### src/sv/ptcf_store.sv
// Frame buffer: one write port, one registered read port.
module ptcf_store #(
  parameter int DEPTH = 64,
  parameter int AW    = 6
) (
  input  logic          clk,
  input  logic          we,
  input  logic [AW-1:0] waddr,
  input  logic [63:0]   wdata,
  input  logic          re,
  input  logic [AW-1:0] raddr,
  output logic [63:0]   rdata
);
  logic [63:0] mem [DEPTH];

  always_ff @(posedge clk) begin
    if (we) begin
      mem[waddr] <= wdata;
    end
    if (re) begin
      rdata <= mem[raddr];
    end
  end
endmodule

### config.mk
export PLATFORM = sky130hd
export DESIGN_NAME = ptcf_store
export DESIGN_NICKNAME = d
export VERILOG_FILES = /design/src/sv/ptcf_store.sv
export SDC_FILE = /design/constraint.sdc
export NUM_CORES = 2
export LEC_CHECK = 0
export BUFFER_PORTS_ARGS = -buffer_cell sky130_fd_sc_hd__buf_4
export CAP_MARGIN = 20
export CORE_UTILIZATION = 30
export DETAILED_ROUTE_END_ITERATION = 8
export GPL_ROUTABILITY_DRIVEN = 0
export GPL_TIMING_DRIVEN = 0
export PLACE_DENSITY = 0.48
export SETUP_SLACK_MARGIN = 0.2
export SYNTH_ARGS = -nofsm -noshare
export SYNTH_HDL_FRONTEND = slang
export SYNTH_SLANG_ARGS = --single-unit
### constraint.sdc
create_clock -name clk -period 11 [get_ports clk]
set_input_delay 1.65 -clock clk [delete_from_list [all_inputs] [get_ports clk]]
set_output_delay 1.65 -clock clk [all_outputs]
set_load 0.05 [all_outputs]
==> flow_metrics.tcl <==
set metrics [dict create \
    cts_resized 0 \
    fillers 47406 \
    grt_max_degree 65 \
    hold_path.class "reg -> reg" \
    drc 0 \
    fp.coreArea_mm2 0.5209 \
    die_area_mm2 0.5262 \
    grt_setup_unrepaired "false" \
    status "finished clean" \
    nets 7487 \
    synth_seq_cells 4160 \
    cts_buffer_depth 4 \
    max-cap-violations 0 \
    power_density_mw_per_mm2 183.3 \
    cp-end-kind "flop" \
    ys_types 32 \
    synth-seq-area-share_pct 79.57 \
    grt_pass1_wl_um 649500 \
    dp_hpwl_um 322500 \
    syn_area_per_cell_um2 23.79 \
    htreeDepth 5 \
    clockRootBuffer "clkbuf_16" \
    leakage_nw 57.16 \
    viasPerCell 5.119 \
    drv_slew 0 \
    vias 75368 \
    ant_nets 0 \
    die_y_um 725.4 \
    die_x_um 725.4 \
    seq_area_mm2 0.1249 \
    fin_crit_sh_pct 49.22 \
    crit_fanout 10 \
    setup_violations 0 \
    antenna_found_initial 59 \
    drive_gt1_share_pct 30.00 \
    port_buffers 134 \
    syn_area_mm2 0.1570 \
    clock_latency_ns 1.01 \
    worst_slew_pin_slew_ns 1.336 \
    grt_usage_pct 17.67 \
    post-place-ws_ns 4.452 \
    ff2ff_setup_slack_ns 7.80 \
    cts_tree "done" \
    drt_wl_total_um 473400 \
    syn-num-nets 6677 \
    worstPathArrival_ns 6.05 \
    area_delta_synth_final_pct 18.38 \
    wl_per_cell_um 32.15 \
    ys_warn_count 0 \
    grt_overflow_total 0 \
    ctsHoldBuffers 0 \
    setup_slack_ns 5.585 \
    irDropWorstVdd_mv 0.1391 \
    final_cell_mix "edfxtp_1 (4,160), mux4_2 (1,024), clkbuf_16 (432)" \
    relSlewSlack_pct 10.53 \
    drt_iter0_markers 8900 \
    numCtsBuffers 424 \
    io_pins 143 \
    startpoint_type "input port" \
    max_freq_ghz 0.1847 \
    start_util_pct 30.14 \
    clock-sinks 4160 \
    hold_violations 0 \
    post_cts_buffers 0 \
    grt_pass1_vias 77955 \
    multi_input_area_mm2 0.03071 \
    fin_skew_ns 0.05258 \
    final_common_cell "edfxtp_1" \
    clk_pin_slew_worst_paths_ns 0.06 \
    path_class "in -> reg" \
    synth_cells 6598 \
    fin_setup_tns_ns 0 \
    first_pass_iters 5 \
    finalPower_mw 34.07 \
    critPathRequiredTime_ns 11.63 \
    finalCriticalPeriod_ns 5.415 \
    rows 265 \
]
routing by layer:
metal | global-route usage, % | up-vias | part of all wire, %
met1 | 23.68 | 41697 | 41
met4 | 5.128 | 14 | 3.2
met2 | 29.96 | 2738 | 49
met3 | 2.508 | 653 | 6.1
li1 | - | 30266 | -
met5 | 0 | - | 0.015
stage by stage:
| step | instance area [um^2] | cells | util (%) | hold WS [ns] |
|---|---|---|---|---|
| 2_1_floorplan | 157000 | 6598 | - | 0.8648 |
| 3_3_place_gp | 166700 | 13674 | 32.00 | 0.9871 |
| 3_5_place_dp | 171900 | 13919 | 32.99 | 0.9707 |
| 4_1_cts | 185800 | 14704 | 35.66 | 0.9859 |
| 5_1_grt | 185800 | 14711 | 35.67 | 1.051 |
| 6_report | 185800 | 14724 | 35.68 | 0.9943 |
cell usage after synthesis, drive strengths merged:
library cell	n	area, um^2
nor2	112	420.4
nand3	45	225.2
o221ai	38	332.8
and2	3	18.77
nand4	2	12.51
mux4	1024	23060
nand2	58	217.7
a31o	1	8.760
or3b	1	8.760
or2	28	175.2
a211oi	63	473.0
clkbuf	140	525.5
o22ai	83	519.3
edfxtp	4160	124900
a41oi	26	227.7
buf	230	1249
nor3	2	10.01
nand2b	11	68.82
nand4b	1	8.760
a22oi	168	1261
inv	19	71.32
nand3b	2	15.01
a22o	88	770.7
a31oi	18	112.6
nor2b	28	175.2
mux2i	135	1351
and3	64	400.4
or3	29	181.4
a2bb2oi	19	166.4
worst max-delay path, cell delays in order:
cell and delay, ns:
buf_2 0.34, buf_4 0.34, buf_2 0.47, buf_2 0.71, buf_4 0.39, mux2i_1 0.11, o22ai_1 0.70, a31oi_1 0.34
a211oi_1 0.92
cell families after synthesis:
logic type             Yosys count  share of synthesized area, %
AO/OA/AOI/OAI                  504                         2.467
buffers and inverters          389                         1.176
multiplexers                  1159                         15.55
AND/OR/NAND/NOR                386                         1.235
flip-flops                    4160                         79.57
where the power goes:
part / switching, mW / internal (mW)
logic: 1.28 / 0.595
clock network: 6.17 / 8.41
registers: 0.0340 / 17.6
sequential cells by signal, summed over array words and instances (netlist names):
name and count:
mem 4096, rdata 64
path summary, 6_finish.rpt:
| path | startpoint | endpoint | cells past startpoint |
|---|---|---|---|
| setup / recovery | raddr[2] | rdata[7]$_DFFE_PP_ | 9 |
| hold / removal | mem[39][34]$_DFFE_PP_ | rdata[34]$_DFFE_PP_ | 4 |
| setup reg to reg | mem[61][38]$_DFFE_PP_ | rdata[38]$_DFFE_PP_ | 5 |
| hold reg to reg | mem[39][34]$_DFFE_PP_ | rdata[34]$_DFFE_PP_ | 4 |
area by class of cell:
cell class	count	area share, %
Sequential cell	4160	67.22
Multi-Input combinational cell	2049	16.52
Clock buffer	517	5.988
Tap cell	6942	4.674
Timing Repair Buffer	384	3.080
Clock inverter	268	1.500
Buffer	370	0.9594
Inverter	19	0.03837
Antenna cell	15	0.02020
No activity file was read; power rests on OpenSTA's default activity.
