<file path="config.mk">
export PLATFORM = sky130hd
export DESIGN_NAME = ptcf_lane
export DESIGN_NICKNAME = d
export VERILOG_FILES = /design/src/sv/ptcf_pkg.sv /design/src/sv/ptcf_lane.sv
export SDC_FILE = /design/constraint.sdc
export NUM_CORES = 1
export LEC_CHECK = 0
export BUFFER_PORTS_ARGS = -buffer_cell sky130_fd_sc_hd__buf_2
export CORE_MARGIN = 1
export CORE_UTILIZATION = 51
export DETAILED_ROUTE_END_ITERATION = 16
export GPL_TIMING_DRIVEN = 0
export PLACE_DENSITY = 0.86
export SLEW_MARGIN = 20
export SYNTH_ARGS = -nofsm -noshare
export SYNTH_HDL_FRONTEND = slang
export SYNTH_SLANG_ARGS = --single-unit
export TNS_END_PERCENT = 30
</file>
<file path="constraint.sdc">
create_clock -name vclk -period 3.18
set_input_delay 0 -clock vclk [all_inputs]
set_output_delay 0 -clock vclk [all_outputs]
set_load 0.05 [all_outputs]
</file>
<file path="src/sv/ptcf_pkg.sv">
// Shared types, constants and helpers for the packet truncate / checksum fixup unit.
package ptcf_pkg;

  localparam int MAC_HDR_BYTES = 14;
  localparam int POS_W         = 11;
  localparam int SEEN_LIMIT    = 2047;

  localparam logic [1:0] KIND_OTHER = 2'd0;
  localparam logic [1:0] KIND_UDP   = 2'd1;
  localparam logic [1:0] KIND_TCP   = 2'd2;

  localparam logic [7:0] PROTO_UDP = 8'd17;
  localparam logic [7:0] PROTO_TCP = 8'd6;

  typedef logic [POS_W-1:0] pos_t;

  // Rewrite context shared by all lanes.
  typedef struct packed {
    pos_t        cut;
    pos_t        t_start;
    pos_t        seg;
    logic [1:0]  kind;
    logic [15:0] ipcs;
    logic [15:0] trcs;
    logic        off_wr;
    logic [7:0]  off_byte;
  } ctx_t;

  // End-around carry fold of a ones-complement accumulator.
  function automatic logic [15:0] fold26(input logic [25:0] s);
    logic [16:0] a;
    logic [16:0] b;
    a = {1'b0, s[15:0]} + {7'b0, s[25:16]};
    b = {1'b0, a[15:0]} + {16'b0, a[16]};
    return b[15:0];
  endfunction

endpackage

</file>
<file path="src/sv/ptcf_lane.sv">
// One 16-bit lane: field rewrite, cut masking and checksum terms for one byte pair.
module ptcf_lane (
  input  ptcf_pkg::pos_t  pos,
  input  logic [15:0]     pair_in,
  input  ptcf_pkg::ctx_t  ctx,
  input  logic            zero_cs,
  output logic [15:0]     pair_out,
  output logic [15:0]     ip_term,
  output logic [15:0]     tr_term
);
  import ptcf_pkg::*;

  logic [15:0] v;
  logic        hi_ok;
  logic        lo_ok;
  logic [15:0] m;

  always_comb begin
    v = pair_in;
    if (pos == pos_t'(16)) begin
      v = 16'(ctx.cut - pos_t'(MAC_HDR_BYTES));
    end else if (pos == pos_t'(24)) begin
      v = zero_cs ? 16'h0 : ctx.ipcs;
    end else if (ctx.kind == KIND_UDP && pos == pos_t'(ctx.t_start + pos_t'(4))) begin
      v = {5'b0, ctx.seg};
    end else if (ctx.kind == KIND_UDP && pos == pos_t'(ctx.t_start + pos_t'(6))) begin
      v = zero_cs ? 16'h0 : ctx.trcs;
    end else if (ctx.kind == KIND_TCP && ctx.off_wr &&
                 pos == pos_t'(ctx.t_start + pos_t'(12))) begin
      v = {ctx.off_byte, pair_in[7:0]};
    end else if (ctx.kind == KIND_TCP && pos == pos_t'(ctx.t_start + pos_t'(16))) begin
      v = zero_cs ? 16'h0 : ctx.trcs;
    end
    hi_ok = pos < ctx.cut;
    lo_ok = pos_t'(pos + pos_t'(1)) < ctx.cut;
    m = {hi_ok ? v[15:8] : 8'h0, lo_ok ? v[7:0] : 8'h0};
    pair_out = m;
    ip_term  = (pos >= pos_t'(MAC_HDR_BYTES) && pos < ctx.t_start) ? v : 16'h0;
    // transport range plus the address words of the pseudo-header
    tr_term  = (ctx.kind != KIND_OTHER &&
                ((pos >= ctx.t_start && hi_ok) ||
                 (pos >= pos_t'(26) && pos < pos_t'(34)))) ? m : 16'h0;
  end
endmodule

</file>
==> flow_summary.yaml, run 1 <==
run_status:
  status: "completed"
cts:
  cts_hold_buf: 0
floorplan:
  core_mm2: 0.00639
  ios: 152
  rows: 29
  die-area_mm2: 0.00695
  start_util_pct: 52.9
  die_w_um: 83.4
  die_height_um: 83.4
global_route:
  grt_pass1_wl_um: 20300
  grt_max_degree: 11
  first_global_vias: 4325
  antenna_found_initial: 0
  grt.total_usage_pct: 35.3
  grt_overflow_total: 0
worst_setup_path:
  cp_common_cell: "nand3_1"
  worstPathRequired_ps: 3180
  cpPeakStageDelay_ps: 330
  arrival_ps: 3080
  crit_buf_inv: 4
  setup.worst_path.start_class: "input port"
  critPathTopFamily: "simple AND/OR/NAND/NOR gates"
  crit_slowest_cell: "or2_2"
  path_class: "input port to primary output"
  crit_chain: "buf_2 > buf_6 > clkbuf_4 > nand3_1 > nor2_2 > nand3_1 > xnor2_1 > ha_1 > nor4_1 > nand2_1 > or2_2 > o21ai_4 > nand3_1 > nor3_2 > clkbuf_4"
  endpoint_kind: "primary output"
  cp_max_fo: 10
detailed_routing:
  wire_per_inst_um: 18.3
  routed_via_density: 6.57
  drc: 0
  num_vias: 4681
  drtIter0Drc: 385
  drtPass1Iterations: 5
  wirelength_um: 13100
  ant_nets: 0
timing:
  worst_pin_slew_ps: 715
  period_needed_ps: 3080
  setup_slack_ps: 101
  drv_slew: 0
  min_period_over_period_pct: 96.8
  slew_headroom_pct: 52.1
  hold_viol_final: 0
  clock.fmax_ghz: 0.325
  setup_violations: 0
logic_synthesis:
  synth.yosys.seq_area_share_pct: 0
  syn_area_per_cell_um2: 6.96
  syn-cell-area_mm2: 0.00338
  ys_types: 75
  syn_nets: 629
  syn_inst: 485
  yosysWarnings: 0
pwr:
  leakagePower_nw: 2.15
  power.density_mw_per_mm2: 183
  ir_worst_vdd_mv: 0.220
cells_and_area:
  drive_gt1_share_pct: 31.0
  layout.cells.non_filler: 712
  n_clock_buffer: 0
  syn_to_final_growth_pct: 26.7
  seq_cells: 0
  utilization_pct: 67.0
  diodes: 0
  seq_area_um2: 0
  fin_nets: 781
min_path:
  holdCritPathClass: "input port to primary output"
  min_from: "pair_in[11]"
  min_path_cells: 5
  whs_endpoint: "tr_term[11]"
placement:
  dp.cells: 713
  pre_cts_ws_ps: -613
  port_buffers: 151
  dpl.hpwl_um: 10800
  place_congestion: 0.928
flow_run:
  drv_cap: 0
==> cells in the mapped netlist, types with 7 or more instances <==
cell type	instances	area [µm²]
a21o_1	7	52.6
a21oi_1	49	245
a31oi_1	7	43.8
and3_1	8	50.1
clkbuf_1	10	37.5
ha_1	40	500
inv_1	27	101
mux2i_1	8	80.1
nand2_1	28	105
nand3_1	24	120
nand4_1	16	100
nor2_1	25	93.8
nor2b_1	14	87.6
nor3_1	15	75.1
nor4_1	7	43.8
o21a_1	15	113
o21ai_0	19	95.1
o22ai_1	7	43.8
xnor2_1	22	193
xor2_1	13	114
==> cell type report <==
| class | count | area (µm²) |
|---|---|---|
| Fill cell | 592 | 2110 |
| Multi-Input combinational cell | 432 | 3190 |
| Timing Repair Buffer | 151 | 761 |
| Inverter | 27 | 101 |
| Tap cell | 77 | 96.3 |
| Buffer | 25 | 135 |
==> power breakdown <==
part           internal [mW]  switching (mW)
Clock                      0               0
Combinational          0.257           0.529
Sequential                 0               0
Total                  0.257           0.529
==> layout by cell type (no fill, tap or decap), types with 5 or more instances in the layout <==
master,count
buf_2,155
a21oi_1,49
ha_1,40
nand2_1,28
inv_1,27
nand3_1,24
nor2_1,24
xnor2_1,22
o21ai_0,18
nand4_1,16
o21a_1,15
nor2b_1,14
nor3_1,13
xor2_1,13
mux2i_1,8
and3_1,8
clkbuf_1,7
o22ai_1,7
a31oi_1,7
a21o_1,7
o211ai_1,6
o211a_1,6
nor4_1,5
o31a_1,5
or2_2,5
==> worst max-delay path by stage <==
| stage | slack, ps | cells after the start | start | to |
|---|---|---|---|---|
| 3_3_place_gp | -490 | 15 | pos[3] | tr_term[6] |
| 2_1_floorplan | -190 | 13 | pos[3] | tr_term[0] |
| 3_5_place_dp | -610 | 15 | pos[3] | tr_term[6] |
| 5_1_grt | -60 | 15 | pos[3] | tr_term[6] |
| 6_report | 100 | 15 | pos[3] | tr_term[6] |
| 4_1_cts | 5 | 16 | pos[3] | tr_term[6] |
==> through the flow <==
step	power [mW]	hold slack, ps	cell area (µm²)	setup TNS, ps
after floorplan	0.535	338	3390	-1510
after global placement	0.743	539	4240	-4200
after detailed placement	0.761	535	4240	-5820
after CTS	0.766	538	4250	0
after global routing	0.836	559	4280	-151
final	0.785	536	4280	0
==> timing repair <==
item / 4_1_cts / 5_1_grt
pin swaps: 0 / 0
gates resized for setup: 3 / 12
gates cloned: 0 / 0
buffers inserted: 0 / 0
endpoints found under the setup margin: 13 / 46
==> cells by family (layout without fill, tap and decap cells) <==
kind of cell / count (synthesis) / after routing / share of synthesized area (%)
AOI/OAI and AO/OA: 168 / 168 / 34.3
buffers and inverters: 53 / 203 / 6.93
xor gates and xnor gates: 38 / 38 / 10.7
adders and majority gates: 40 / 40 / 14.8
and+or+nand+nor: 173 / 173 / 29.0
muxes: 13 / 13 / 4.15
==> layer usage <==
metal	wire [µm]	track usage [%]	share of wire, %	vias up
met1	5360	43.9	41	2212
met5	0	0	0	-
met4	383	11.4	2.9	0
met2	6300	63.5	48	262
li1	-	-	-	2169
met3	1010	3.08	7.8	38
No activity file was read; power rests on OpenSTA's default activity.
==> inputs of run 2 (changes only) <==
- CELL_PAD_IN_SITES_DETAIL_PLACEMENT: default -> 0
- CELL_PAD_IN_SITES_GLOBAL_PLACEMENT: default -> 2
- CORE_UTILIZATION: 51 -> 26
- PLACE_DENSITY: 0.86 -> default
- PLACE_DENSITY_LB_ADDON: default -> 0.1
- clock period: 3.18 -> 2.9 ns (I/O delays scaled with it)
==> run 2 against run 1 <==
Against the previous run:
- non-clock buffer count is 10 higher
- wire length up 14%
- setup slack lost 28 ps
- largest cell class unchanged
- combinational power grew 20%
- highest routed layer unchanged
- first-iteration DRC count fell by 43%
- final area up 14%
- sequential share of layout area unchanged
- worst hold slack lost 31 ps
- final cell count up 15%
==> flow_summary.yaml, run 2 (synthesis results as in run 1) <==
floorplan:
  die_height_um: 116
  ios: 152
  rows: 41
  die_w_um: 116
  core_mm2: 0.0126
  start_util_pct: 26.8
  die-area_mm2: 0.0134
detailed_routing:
  drtIter0Drc: 221
  routed_via_density: 5.36
  wire_per_inst_um: 18.3
  drtPass1Iterations: 4
  drc: 0
  wirelength_um: 14900
  ant_nets: 0
  num_vias: 4376
placement:
  dpl_cell_area_mm2: 0.00445
  dp.cells: 808
  pre_cts_ws_ps: -933
  dpl.hpwl_um: 12600
  port_buffers: 151
  place_congestion: 0.870
cells_and_area:
  layout.cells.non_filler: 817
  syn_to_final_growth_pct: 44.6
  layout_commonest_cell: "buf_2"
  fillers: 1411
  design_area_mm2: 0.00488
  n_clock_buffer: 0
  fin_nets: 791
  layout_common_cells: "buf_2, a21oi_1, ha_1"
  drive_gt1_share_pct: 37.7
  diodes: 0
  utilization_pct: 38.7
  seq_cells: 0
  seq_area_um2: 0
timing:
  worst_pin_slew_ps: 894
  hold_viol_final: 0
  rsz0062_at_grt: "true"
  min_period_over_period_pct: 97.5
  drv_slew: 0
  clock.fmax_ghz: 0.354
  period_needed_ps: 2830
  setup_violations: 0
  tns_ps: 0
  setup_slack_ps: 73.3
  slew_headroom_pct: 40.3
pwr:
  power.density_mw_per_mm2: 193
  ir_worst_vdd_mv: 0.113
  leakagePower_nw: 2.24
global_route:
  grt_overflow_total: 0
  grt.total_usage_pct: 21.4
  grt_pass1_wl_um: 22300
  grt_max_degree: 12
  antenna_found_initial: 0
  first_global_vias: 4172
worst_setup_path:
  crit_slowest_cell: "or4b_4"
  cp_max_fo: 8
  setup.worst_path.start_class: "input port"
  arrival_ps: 2830
  crit_chain: "buf_2 > ha_1 > nand4b_1 > or4b_4 > nor4_4 > and3_4 > mux2_2 > mux2i_4 > o22ai_1 > buf_2"
  path_class: "input port to primary output"
  endpoint_kind: "primary output"
  cpPeakStageDelay_ps: 560
  worstPathRequired_ps: 2900
  cp_common_cell: "buf_2"
  crit_buf_inv: 2
  critPathTopFamily: "simple AND/OR/NAND/NOR gates"
cts:
  cts_hold_buf: 0
flow_run:
  drv_cap: 0
min_path:
  holdCritPathClass: "input port to primary output"
run_status:
  status: "completed"
==> run 2: cell types whose count changed in the layout (fill, tap and decap cells not counted), moves of 4 or more <==
cell / before / now
buf_4: 3 / 29
buf_2: 155 / 135
a21oi_1: 49 / 40
a21oi_4: 0 / 7
mux2i_1: 8 / 3
buf_6: 2 / 6
mux2i_4: 0 / 4
nand3_1: 24 / 20
==> run 2: worst paths after layout <==
| path | from | endpoint | slack [ps] | cells after the start |
|---|---|---|---|---|
| min | pair_in[2] | tr_term[2] | 510 | 4 |
| max | pos[1] | pair_out[14] | 70 | 10 |
==> run 2: through the flow <==
step	hold WS [ps]	power (mW)
final	505	0.943
after global routing	536	1.02
after global placement	537	0.866
after CTS	522	0.894
after detailed placement	538	0.868
after floorplan	314	0.604
==> run 2: final cells by class <==
cell class | count | area, µm² | share of cell area, %
multi-input combinational | 432 | 3490 | 71.5
tap | 172 | 215 | 4.41
inverter | 27 | 105 | 2.15
buffer | 25 | 165 | 3.38
timing repair buffer | 161 | 907 | 18.6
==> run 2: per-layer routing <==
layer	vias to the layer above	track usage (%)	wire length, µm
li1	2192	-	-
met4	0	2.91	170
met2	107	38.8	7450
met1	2067	28.1	6750
met5	-	0	0
met3	10	1.57	557
==> run 2: what timing repair did <==
item | 4_1_cts | 5_1_grt
resized for setup | 26 | 74
buffers inserted | 1 | 9
gates cloned | 0 | 0
setup endpoints to repair | 48 | 47
pin swaps | 2 | 14
==> run 2: where the power goes <==
part,switching [mW],internal (mW)
sequential,0,0
clock,0,0
combinational,0.615,0.328
